[config.mk]
export PLATFORM = sky130hd
export DESIGN_NAME = fppu_queue
export DESIGN_NICKNAME = d
export VERILOG_FILES = /design/src/fppu_pkg.sv /design/src/fppu_queue.sv
export SDC_FILE = /design/constraint.sdc
export NUM_CORES = 1
export LEC_CHECK = 0
export BUFFER_PORTS_ARGS = -buffer_cell sky130_fd_sc_hd__buf_4
export CAP_MARGIN = 20
export CORE_UTILIZATION = 54
export DETAILED_ROUTE_END_ITERATION = 8
export HOLD_SLACK_MARGIN = 0.08
export PLACE_DENSITY = 0.84
export SYNTH_ARGS = -nofsm -noshare
export SYNTH_HDL_FRONTEND = slang
export SYNTH_SLANG_ARGS = --single-unit
[constraint.sdc]
create_clock -name clock -period 12.4 [get_ports clock]
set_input_delay 2.48 -clock clock [delete_from_list [all_inputs] [get_ports clock]]
set_output_delay 2.48 -clock clock [all_outputs]
set_load 0.01 [all_outputs]
[src/fppu_pkg.sv]
// Package for the perspective projector: payload structs, constants, queue entry type.
// No dependencies.
package fppu_pkg;

   localparam int unsigned QShift    = 12;
   localparam int unsigned NumWidth  = 48;
   localparam int unsigned DenWidth  = 32;
   localparam int unsigned CsrIdxW   = 3;
   localparam int unsigned CsrDataW  = 48;

   localparam logic [31:0] CenterU = 32'd160;
   localparam logic [31:0] CenterV = 32'd120;
   localparam logic signed [31:0] MinDepth = 32'sd1;

   localparam logic [CsrIdxW-1:0] RegRow0   = 3'd0;
   localparam logic [CsrIdxW-1:0] RegRow1   = 3'd1;
   localparam logic [CsrIdxW-1:0] RegRow2   = 3'd2;
   localparam logic [CsrIdxW-1:0] RegOffX   = 3'd3;
   localparam logic [CsrIdxW-1:0] RegOffY   = 3'd4;
   localparam logic [CsrIdxW-1:0] RegOffZ   = 3'd5;
   localparam logic [CsrIdxW-1:0] RegDist   = 3'd6;

   typedef struct packed {
      logic signed [31:0] point_x;
      logic signed [31:0] point_y;
      logic signed [31:0] point_z;
   } req_type;

   typedef struct packed {
      logic               visible;
      logic signed [31:0] screen_u;
      logic signed [31:0] screen_v;
   } rsp_type;

   // classified work handed from front to back
   typedef struct packed {
      logic                       visible;
      logic signed [NumWidth-1:0] num_u;
      logic signed [NumWidth-1:0] num_v;
      logic        [DenWidth-1:0] depth;
   } work_type;

   // queue status between front and back
   typedef struct packed {
      logic full;
      logic empty;
   } qstat_type;

endpackage

[src/fppu_queue.sv]
// Short FIFO between front and back ends.
// Depends on fppu_pkg.
module fppu_queue #(
   parameter int unsigned Depth = 8
) (
   input  logic               clock,
   input  logic               reset,
   input  logic               push,
   input  fppu_pkg::work_type push_data,
   input  logic               pop,
   output fppu_pkg::work_type pop_data,
   output fppu_pkg::qstat_type stat,
   output logic [$clog2(Depth+1)-1:0] count
);
   import fppu_pkg::*;
   localparam int unsigned AW = $clog2(Depth);

   work_type              mem_ff [Depth];
   logic [AW-1:0]         wr_ff, rd_ff;
   logic [$clog2(Depth+1)-1:0] cnt_ff;

   always_ff @(posedge clock) begin
      if (reset) begin
         wr_ff  <= '0;
         rd_ff  <= '0;
         cnt_ff <= '0;
      end else begin
         if (push) wr_ff <= (wr_ff == AW'(Depth-1)) ? '0 : wr_ff + 1'b1;
         if (pop)  rd_ff <= (rd_ff == AW'(Depth-1)) ? '0 : rd_ff + 1'b1;
         cnt_ff <= cnt_ff + (push ? 1'b1 : 1'b0) - (pop ? 1'b1 : 1'b0);
      end
   end

   always_ff @(posedge clock) begin
      if (push) mem_ff[wr_ff] <= push_data;
   end

   assign pop_data   = mem_ff[rd_ff];
   assign stat.full  = cnt_ff == ($clog2(Depth+1))'(Depth);
   assign stat.empty = cnt_ff == '0;
   assign count      = cnt_ff;

   assert property (@(posedge clock) disable iff (reset) !(push && stat.full && !pop))
      else $error("queue overflow");
   assert property (@(posedge clock) disable iff (reset) !(pop && stat.empty))
      else $error("queue underflow");
   assert property (@(posedge clock) disable iff (reset)
      push && !pop |=> cnt_ff == $past(cnt_ff) + 1'b1)
      else $error("queue count");
endmodule

==> impl_metrics.json, run 1 <==
{
  "outcome": "finished, final reports clean",
  "syn_area_um2": 39810,
  "cts.hold.buffers_added": 0,
  "r2r-end": "mem_ff[1][93]",
  "setup_tns_ns": 0,
  "stdcell_count": 2918,
  "detail-route-antenna-nets": 0,
  "wl_met2_um": 40310,
  "ys.flop_type": "edfxtp_1",
  "clk_root_buffer_cell": "clkbuf_16",
  "rows": 99,
  "yosysTopAreaCell": "edfxtp_1",
  "syn_to_final_growth_pct": 15.35,
  "chipHeight_um": 273.5,
  "cp_data_arrival_time_ns": 4.23,
  "drv_slew": 0,
  "cp_max_fo": 50,
  "p_seq_share_pct": 53.8,
  "end_kind": "output port",
  "p_comb_share_pct": 7.2,
  "fin_util_pct": 62.95,
  "ios": 268,
  "drt_wl_total_um": 77270,
  "total_power_mw": 7.407,
  "synth_cell_types": 28,
  "p_int_mw": 5.856,
  "p_sw_share_pct": 20.94,
  "cts_resized": 0,
  "synth_edf_count": 1032,
  "async_reset_ff_share_pct": 0,
  "grt_pass1_vias": 18532,
  "dr.pass1.iters": 5,
  "hold_path_depth": 2,
  "rr_startpoint": "wr_ff[0]",
  "netlist_instances": 1564,
  "synth_seq_cells": 1045,
  "timing.fmax_ghz": 0.1490,
  "highest_layer": "met5",
  "path_class": "reg2out",
  "post_cts_buffers": 0,
  "initial_core_util_pct": 54.57,
  "synth_commonest_cells": "edfxtp_1 (1032), mux4_2 (154), mux2_2 (129)",
  "setup_ws_ns": 5.691,
  "r2r_slack_ns": 9.51,
  "ys_seq_area_share_pct": 78.49,
  "overflow": 0,
  "yosysMostFrequentCell": "edfxtp_1",
  "ys_top_cells_by_area": "edfxtp_1 (78%), mux4_2 (8.7%), mux4_1 (6.9%)",
  "dpl.hpwl_um": 39260,
  "die_w_um": 273.5,
  "antenna_found_initial": 7,
  "ir_drop_mv": 0.1375,
  "first_iter_violations": 1341,
  "vias_per_cell": 5.938,
  "hold_start": "rd_ff[0]",
  "final_area_um2": 45930,
  "postSynthAreaPerCell_um2": 25.46,
  "core_area_um2": 72960,
  "fin_hold_ws_ns": 0.5662,
  "grt_max_degree": 133,
  "yosys.area.top_type_share_pct": 77.84,
  "start_kind": "register",
  "h-tree-depth": 3,
  "drive_above_1_share_pct": 36.87,
  "cp_data_required_time_ns": 9.92,
  "drc": 0,
  "syn_nets": 1708,
  "wl_per_cell_um": 26.48,
  "rsz0062_at_grt": "false",
  "wl_met1_um": 30400,
  "fin_crit_ns": 6.709,
  "tritoncts": "yes",
  "cts_buffer_depth": 3,
  "dp_cells": 2740,
  "grt_usage_pct": 20.79,
  "portBuffers": 267,
  "cap_violations": 0,
  "grt_first_pass_wirelength_um": 114600,
  "nets": 2025,
  "clock_power_share_pct": 38.9,
  "dr_total_vias": 17326,
  "leakage_nw": 14.78,
  "slew-limit-headroom_pct": 19.14,
  "gp_congestion": 0.7149,
  "hold_path_class": "reg2reg",
  "dieArea_um2": 74820,
  "pre_cts_slack_ns": 6.307,
  "yosys_warnings": 0,
  "reg2regPathDepth": 4,
  "numCtsBuffers": 98,
  "skew_ns": 0.02148,
  "p_switching_mw": 1.551,
  "powerDensity_nw_per_um2": 161.3,
  "tightest_slew_ns": 1.213,
  "setup_viol": 0,
  "hold_viol": 0,
  "cts.sinks": 1045,
  "place_area_um2": 42830,
  "fin_crit_sh_pct": 54.11,
  "insertion_delay_ns": 0.65,
  "clkSlewWorstSetupHoldPaths_ns": 0.06,
  "dr_wl_met3_um": 4994
}
-- worst max-delay path by stage --
stage                     slack (ns)  depth (start not counted)  startpoint            end
final                           5.69                          5    register   pop_data[91]
after global routing            5.42                          5    register   pop_data[48]
after CTS                       5.60                          5    register  pop_data[104]
after detailed placement        6.31                          5    register   pop_data[97]
after global placement          6.37                          5    register   pop_data[52]
after floorplan                 0.33                          2        push   mem_ff[0][0]
-- cell families after synthesis --
logic type / after synthesis / synth area share (%)
AND/OR/NAND/NOR: 30 / 0.3740
XOR/XNOR: 1 / 0.02200
adder cells (fa/ha/maj): 11 / 0.3645
multiplexers: 390 / 19.30
flip-flops: 1045 / 78.49
buffers and inverters: 81 / 1.367
AO/OA/AOI/OAI: 6 / 0.08484
-- final cells by class --
cell class / count / area (um2)
Fill cell: 4566 / 27030
Clock inverter: 63 / 585.6
Clock buffer: 114 / 2512
Multi-Input combinational cell: 438 / 8075
Tap cell: 959 / 1200
Antenna cell: 1 / 2.502
Timing Repair Buffer: 290 / 2260
Sequential cell: 1045 / 31260
Inverter: 8 / 30.03
-- registers in the layout, summed over array words and instances, names as in the netlist, named ones only --
signal  flops
mem_ff   1032
count       4
rd_ff       3
wr_ff       3
-- critical path: stages (launching register included) --
cell     delay, ns
dfxtp_4       0.83
buf_4         0.72
buf_4         0.83
mux4_1        0.66
mux2_2        0.29
buf_4         0.15
-- cells in the final DEF (no fill, tap or decap), drive strengths merged, types with 2 or more instances in the layout --
cell	n
a21oi	4
and3	2
buf	290
bufinv	8
clkbuf	114
clkinv	46
clkinvlp	5
dfxtp	13
edfxtp	1032
ha	10
inv	12
mux2	129
mux2i	3
mux4	258
nand2	2
nand2b	6
nor2	13
nor2b	2
nor3	2
-- power groups by stage --
stage               Combinational (mW)  Clock, mW  Sequential (mW)
floorplan                        0.308          0             4.07
global placement                 0.522          0             4.06
detailed placement               0.540          0             4.06
CTS                              0.545       2.93             3.99
global route                     0.575       3.06             3.99
finish                           0.536       2.88             3.99
-- routing by layer --
layer	global-route usage (%)	vias up
met5	0	-
met4	5.675	12
met3	4.535	114
met2	35.78	507
met1	26.86	9255
li1	-	7438
Note: power is estimated with default switching activity, not from simulation.
==> inputs of run 2 (changes only) <==
--- a/config.mk
+++ b/config.mk
@@ -5,12 +5,13 @@
 export SDC_FILE = /design/constraint.sdc
 export NUM_CORES = 1
 export LEC_CHECK = 0
+export ABC_AREA = 1
 export BUFFER_PORTS_ARGS = -buffer_cell sky130_fd_sc_hd__buf_4
 export CAP_MARGIN = 20
-export CORE_UTILIZATION = 54
+export CORE_UTILIZATION = 55
 export DETAILED_ROUTE_END_ITERATION = 8
 export HOLD_SLACK_MARGIN = 0.08
-export PLACE_DENSITY = 0.84
+export PLACE_DENSITY = 0.85
 export SYNTH_ARGS = -nofsm -noshare
 export SYNTH_HDL_FRONTEND = slang
 export SYNTH_SLANG_ARGS = --single-unit
==> constraint.sdc (replaced) <==
create_clock -name clock -period 6 [get_ports clock]
set_input_delay 1.2 -clock clock [delete_from_list [all_inputs] [get_ports clock]]
set_output_delay 1.2 -clock clock [all_outputs]
set_load 0.01 [all_outputs]
==> impl_metrics.json, run 2 <==
{
  "synth_commonest_cells": "nand2_1 (1689), inv_1 (1049), edfxtp_1 (1032)",
  "grt_max_degree": 189,
  "drive_above_1_share_pct": 9.676,
  "h-tree-depth": 3,
  "dr_total_vias": 30334,
  "grt_first_pass_wirelength_um": 156300,
  "synth_fa_ha_area_share_pct": 0.3205,
  "ir_drop_mv": 0.2718,
  "cts.sinks": 1045,
  "path_class": "reg2out",
  "register_area_um2": 31260,
  "largest_reg_flops": 1032,
  "syn_to_final_growth_pct": 14.03,
  "powerDensity_nw_per_um2": 316.8,
  "ios": 268,
  "vias_per_cell": 5.129,
  "synth_seq_cells": 1045,
  "die_w_um": 289.0,
  "tightest_slew_ns": 1.072,
  "crit_buf_inv": 4,
  "final_area_um2": 51640,
  "synth-simple-area-share_pct": 19.93,
  "yosysMostFrequentCell": "nand2_1",
  "cpMostUsedCell": "nand2_1",
  "synth_cell_types": 18,
  "skew_ns": 0.02748,
  "ys_seq_area_share_pct": 69.00,
  "multi_input_area_um2": 9280,
  "yosysTopAreaCell": "edfxtp_1",
  "slew-limit-headroom_pct": 28.55,
  "final_common_cell": "nand2_1",
  "setup_viol": 0,
  "place_area_um2": 48250,
  "hold_path_class": "reg2reg",
  "yosys.area.top_type_share_pct": 68.43,
  "rows": 104,
  "synth_edf_count": 1032,
  "drv_slew": 0,
  "fin_crit_sh_pct": 76.52,
  "core_area_um2": 80940,
  "cap_violations": 0,
  "ys.flop_type": "edfxtp_1",
  "clk_root_buffer_cell": "clkbuf_16",
  "timing.fmax_ghz": 0.2178,
  "cpLargestDelayFamily": "buffers and inverters",
  "synthMuxAreaShare_pct": 0,
  "portBuffers": 267,
  "synth_top_family_by_area": "simple AND/OR/NAND/NOR gates",
  "gp_congestion": 0.7814,
  "tritoncts": "yes",
  "cts_resized": 0,
  "ys_top_cells_by_area": "edfxtp_1 (68%), nand2_1 (14%), inv_1 (8.7%)",
  "path_cells": "inv_8, buf_16, buf_12, nand2_1, nand3_1, nand2_1, nand2_1, nand2_1, buf_4",
  "cts.hold.buffers_added": 0,
  "pre_cts_slack_ns": 2.002,
  "antenna_found_initial": 6,
  "async_reset_ff_share_pct": 0,
  "initial_core_util_pct": 55.95,
  "fillers": 5839,
  "dr.pass1.iters": 6,
  "dpl.hpwl_um": 52550,
  "cp_max_fo": 158,
  "yosys_warnings": 0,
  "postSynthAreaPerCell_um2": 9.967,
  "cp_data_arrival_time_ns": 3.39,
  "drt_wl_total_um": 101900,
  "start_kind": "register",
  "cp_data_required_time_ns": 4.80,
  "insertion_delay_ns": 0.66,
  "chipHeight_um": 289.0,
  "outcome": "finished, final reports clean",
  "cts_buffer_depth": 3,
  "grt_usage_pct": 24.24,
  "top_register": "mem_ff",
  "post_cts_buffers": 0,
  "drc": 0,
  "netlist_instances": 4544,
  "overflow": 0,
  "wl_per_cell_um": 17.24,
  "dieArea_um2": 83500,
  "max_stage_delay_ns": 0.93,
  "synth_compound_area_share_pct": 0.08841,
  "leakage_nw": 23.86,
  "clkSlewWorstSetupHoldPaths_ns": 0.06,
  "setup_ws_ns": 1.409,
  "first_iter_violations": 2458,
  "hold_viol": 0,
  "synth_xor_area_share_pct": 0.01934,
  "fin_crit_ns": 4.591,
  "syn_area_um2": 45290,
  "slowest_stage": "dfxtp_4",
  "grt_pass1_vias": 29739,
  "syn_nets": 4688,
  "rsz0062_at_grt": "false",
  "numCtsBuffers": 105,
  "end_kind": "output port",
  "mostFrequentLayoutCells": "nand2_1 (1689), inv_1 (1048), edfxtp_1 (1032), nand3_1 (518), buf_4 (295)",
  "nets": 4902,
  "detail-route-antenna-nets": 0
}
[run 2: cell types whose count changed after synthesis, moves of 3 or more]
cell	previous run	this run
buf_1	9	26
buf_2	13	101
buf_6	23	0
buf_8	3	0
clkbuf_1	23	72
inv_1	8	1049
mux2_2	129	0
mux2i_1	3	0
mux4_1	104	0
mux4_2	154	0
nand2_1	2	1689
nand2b_1	6	0
nand3_1	1	518
nor2_1	13	18
[run 2: kinds of logic (layout without fill, tap and decap cells)]
group,after synthesis,in the layout
fa+ha+maj,11,11
xor+xnor,1,1
simple gates,2229,2229
flops,1045,1045
compound gates,8,8
buf+inv,1250,1553
other cells,0,7
[run 2: cell type report]
cell class              instances  share of cell area (%)
well taps                    1060                   2.568
diodes                          7                 0.03392
flip-flops and latches       1045                   60.53
repair buffers                306                   4.729
clock buffers                 121                   5.286
multi-input cells            2249                   17.97
clock inverters                75                   1.202
inverters                    1051                   7.678
[run 2: per-layer routing]
layer,track usage (%),vias to the layer above,share of wire [%]
li1,-,14529,-
met1,29.74,14369,38
met2,42.33,1209,51
met3,4.189,221,7.8
met4,10.25,6,3.3
met5,0,-,0.033
[run 2: worst paths after layout]
| check | startpoint | end | slack, ns | cells past startpoint |
|---|---|---|---|---|
| min reg2reg | wr_ff[0] | wr_ff[0] | 0.51 | 2 |
| max | register | pop_data[84] | 1.41 | 9 |
| min | wr_ff[0] | wr_ff[0] | 0.51 | 2 |
| max reg2reg | wr_ff[0] | mem_ff[3][99] | 3.52 | 3 |
[run 2: worst register-to-register path: stages, from the launching register on]
cell and delay [ns]:
dfxtp_1 0.37, nand2_1 0.27, nor2_4 0.68, buf_4 0.71
[run 2: per-stage QoR]
| stage | setup TNS (ns) | util [%] | power (mW) | cells | hold slack (ns) |
|---|---|---|---|---|---|
| after floorplan | -1008.38 | - | 9.429 | 4544 | 0.4629 |
| after global placement | 0 | 59.61 | 10.09 | 5710 | 0.4783 |
| after detailed placement | 0 | 59.61 | 10.16 | 5710 | 0.4853 |
| after CTS | 0 | 63.75 | 16.46 | 5906 | 0.5064 |
| after global routing | 0 | 63.79 | 16.90 | 5910 | 0.5536 |
| final | 0 | 63.81 | 16.36 | 5914 | 0.5106 |
[run 2: power by group]
| group | total [mW] | leakage, nW | switching (mW) | internal (mW) |
|---|---|---|---|---|
| clock network | 6.35 | 1.66 | 2.70 | 3.64 |
| registers | 8.31 | 9.48 | 0.0781 | 8.23 |
| logic | 1.70 | 12.7 | 1.12 | 0.589 |
==> inputs of run 3 (changes only) <==
--- a/config.mk
+++ b/config.mk
@@ -5,13 +5,13 @@
 export SDC_FILE = /design/constraint.sdc
 export NUM_CORES = 1
 export LEC_CHECK = 0
-export ABC_AREA = 1
+export ABC_AREA = 0
 export BUFFER_PORTS_ARGS = -buffer_cell sky130_fd_sc_hd__buf_4
 export CAP_MARGIN = 20
-export CORE_UTILIZATION = 55
+export CORE_UTILIZATION = 60
 export DETAILED_ROUTE_END_ITERATION = 8
 export HOLD_SLACK_MARGIN = 0.08
-export PLACE_DENSITY = 0.85
+export PLACE_DENSITY = 0.88
 export SYNTH_ARGS = -nofsm -noshare
 export SYNTH_HDL_FRONTEND = slang
 export SYNTH_SLANG_ARGS = --single-unit
==> constraint.sdc (replaced) <==
create_clock -name clock -period 4.3 [get_ports clock]
set_input_delay 0.86 -clock clock [delete_from_list [all_inputs] [get_ports clock]]
set_output_delay 0.86 -clock clock [all_outputs]
set_load 0.01 [all_outputs]
==> impl_metrics.json, run 3 (synthesis gave the netlist of run 1 again) <==
{
  "outcome": "finished, final reports clean",
  "grt_max_degree": 69,
  "dp_cells": 2666,
  "cp_data_arrival_time_ns": 2.91,
  "setup_ws_ns": 0.5292,
  "fin_hold_ws_ns": 0.4339,
  "fin_crit_ns": 3.771,
  "max_stage_delay_ns": 0.65,
  "crit_buf_inv": 2,
  "cts_buffer_depth": 3,
  "total_power_mw": 21.82,
  "end_kind": "output port",
  "fin_crit_sh_pct": 87.69,
  "cp_max_fo": 66,
  "first_iter_violations": 1686,
  "hold_viol": 0,
  "cts_resized": 0,
  "dr.pass1.iters": 5,
  "ios": 268,
  "start_kind": "register",
  "path_cells": "buf_12, mux4_1, mux2_2, buf_4",
  "largest_reg_flops": 1032,
  "stdcell_count": 2856,
  "grt_first_pass_wirelength_um": 117600,
  "final_common_cell": "edfxtp_1",
  "cap_violations": 0,
  "reg2regPathDepth": 3,
  "antenna_found_initial": 7,
  "overflow": 0,
  "cts.hold.buffers_added": 0,
  "rsz0062_at_grt": "false",
  "register_area_um2": 31260,
  "rows": 94,
  "ir_drop_mv": 0.4102,
  "insertion_delay_ns": 0.64,
  "drt_wl_total_um": 80590,
  "top_register": "mem_ff",
  "grt_pass1_vias": 18945,
  "r2r-end": "mem_ff[4][105]",
  "tritoncts": "yes",
  "grt_usage_pct": 24.21,
  "cp_data_required_time_ns": 3.44,
  "die_w_um": 259.6,
  "fin_util_pct": 70.67,
  "leakage_nw": 15.06,
  "hold_end": "mem_ff[1][125]",
  "chipHeight_um": 259.6,
  "dpl.hpwl_um": 42320,
  "detail-route-antenna-nets": 0,
  "portBuffers": 267,
  "drv_slew": 0,
  "cp.depth": 4,
  "cpLargestDelayFamily": "multiplexers",
  "slowest_stage": "mux4_1",
  "numCtsBuffers": 101,
  "hold_path_depth": 1,
  "vias_per_cell": 6.190,
  "slew-limit-headroom_pct": 49.80,
  "clk_root_buffer_cell": "clkbuf_16",
  "mostFrequentLayoutCells": "edfxtp_1 (1032), buf_4 (283), mux4_2 (154), mux2_2 (129), mux4_1 (104)",
  "pre_cts_slack_ns": 1.172,
  "r2r_slack_ns": 2.01,
  "cts.sinks": 1045,
  "gp_congestion": 0.7425,
  "fillers": 3488,
  "nets": 2049,
  "core_area_um2": 65750,
  "drc": 0,
  "hold_path_class": "in2reg",
  "setup_viol": 0,
  "rr_startpoint": "wr_ff[2]",
  "post_cts_buffers": 0,
  "timing.fmax_ghz": 0.2652,
  "skew_ns": 0.01642,
  "dieArea_um2": 67390,
  "h-tree-depth": 3,
  "drive_above_1_share_pct": 38.20,
  "tightest_slew_ns": 0.7513,
  "wl_per_cell_um": 28.22,
  "path_class": "reg2out",
  "syn_to_final_growth_pct": 16.69,
  "powerDensity_nw_per_um2": 469.6,
  "clkSlewWorstSetupHoldPaths_ns": 0.06,
  "dr_total_vias": 17678,
  "initial_core_util_pct": 60.56,
  "hold_start": "push_data[125]",
  "multi_input_area_um2": 8098
}
-- run 3: cell types whose count changed in the layout (fill, tap and decap cells not counted), sizes merged, moves of 3 or more --
cell | previous run | this run
clkinv | 61 | 48
mux2i | 0 | 3
inv | 1055 | 13
nand2b | 0 | 6
nand3 | 518 | 1
nand2 | 1689 | 2
mux4 | 0 | 258
buf | 306 | 311
mux2 | 0 | 129
nor2 | 18 | 13
clkbuf | 121 | 118
-- run 3: per-layer routing --
| metal | routed length [um] | vias to the layer above | track usage [%] |
|---|---|---|---|
| met3 | 6303 | 147 | 5.721 |
| met4 | 2331 | 6 | 9.412 |
| met2 | 42300 | 757 | 41.32 |
| met5 | 42 | - | 0 |
| li1 | - | 7493 | - |
| met1 | 29610 | 9275 | 30.22 |
-- run 3: metrics by stage --
step / TNS, ns / area, um2
2_1_floorplan: -242.26 / 39880
3_3_place_gp: 0 / 43160
3_5_place_dp: 0 / 43160
4_1_cts: 0 / 46450
5_1_grt: 0 / 46460
6_report: 0 / 46460
-- run 3: how the worst max path moves through the flow --
| stage | startpoint | end | slack [ns] |
|---|---|---|---|
| 6_report | register | pop_data[88] | 0.53 |
| 5_1_grt | register | pop_data[43] | 0.39 |
| 3_3_place_gp | register | pop_data[100] | 1.23 |
| 2_1_floorplan | push | mem_ff[2][0] | -0.48 |
| 3_5_place_dp | register | pop_data[59] | 1.17 |
| 4_1_cts | register | pop_data[88] | 0.46 |
-- run 3: power breakdown --
group | internal, mW | switching, mW | total, mW | leakage [nW]
sequential | 11.4 | 0.0860 | 11.5 | 9.48
clock | 5.03 | 3.67 | 8.70 | 1.62
combinational | 0.823 | 0.790 | 1.61 | 3.96
total | 17.3 | 4.55 | 21.8 | 15.1
-- run 3: final cells by class --
cell class / instances / share of cell area [%]
Clock inverter: 67 / 1.462
Clock buffer: 118 / 5.623
Antenna cell: 5 / 0.02693
Sequential cell: 1045 / 67.29
Inverter: 8 / 0.06463
Timing Repair Buffer: 311 / 5.779
Multi-Input combinational cell: 438 / 17.43
Tap cell: 864 / 2.327
-- run 3: worst reg2reg max path, cell delays in order, from the launching register on --
cell and delay [ns]:
dfxtp_1 0.53, nand2b_1 0.22, nor2_4 0.65, buf_12 0.45
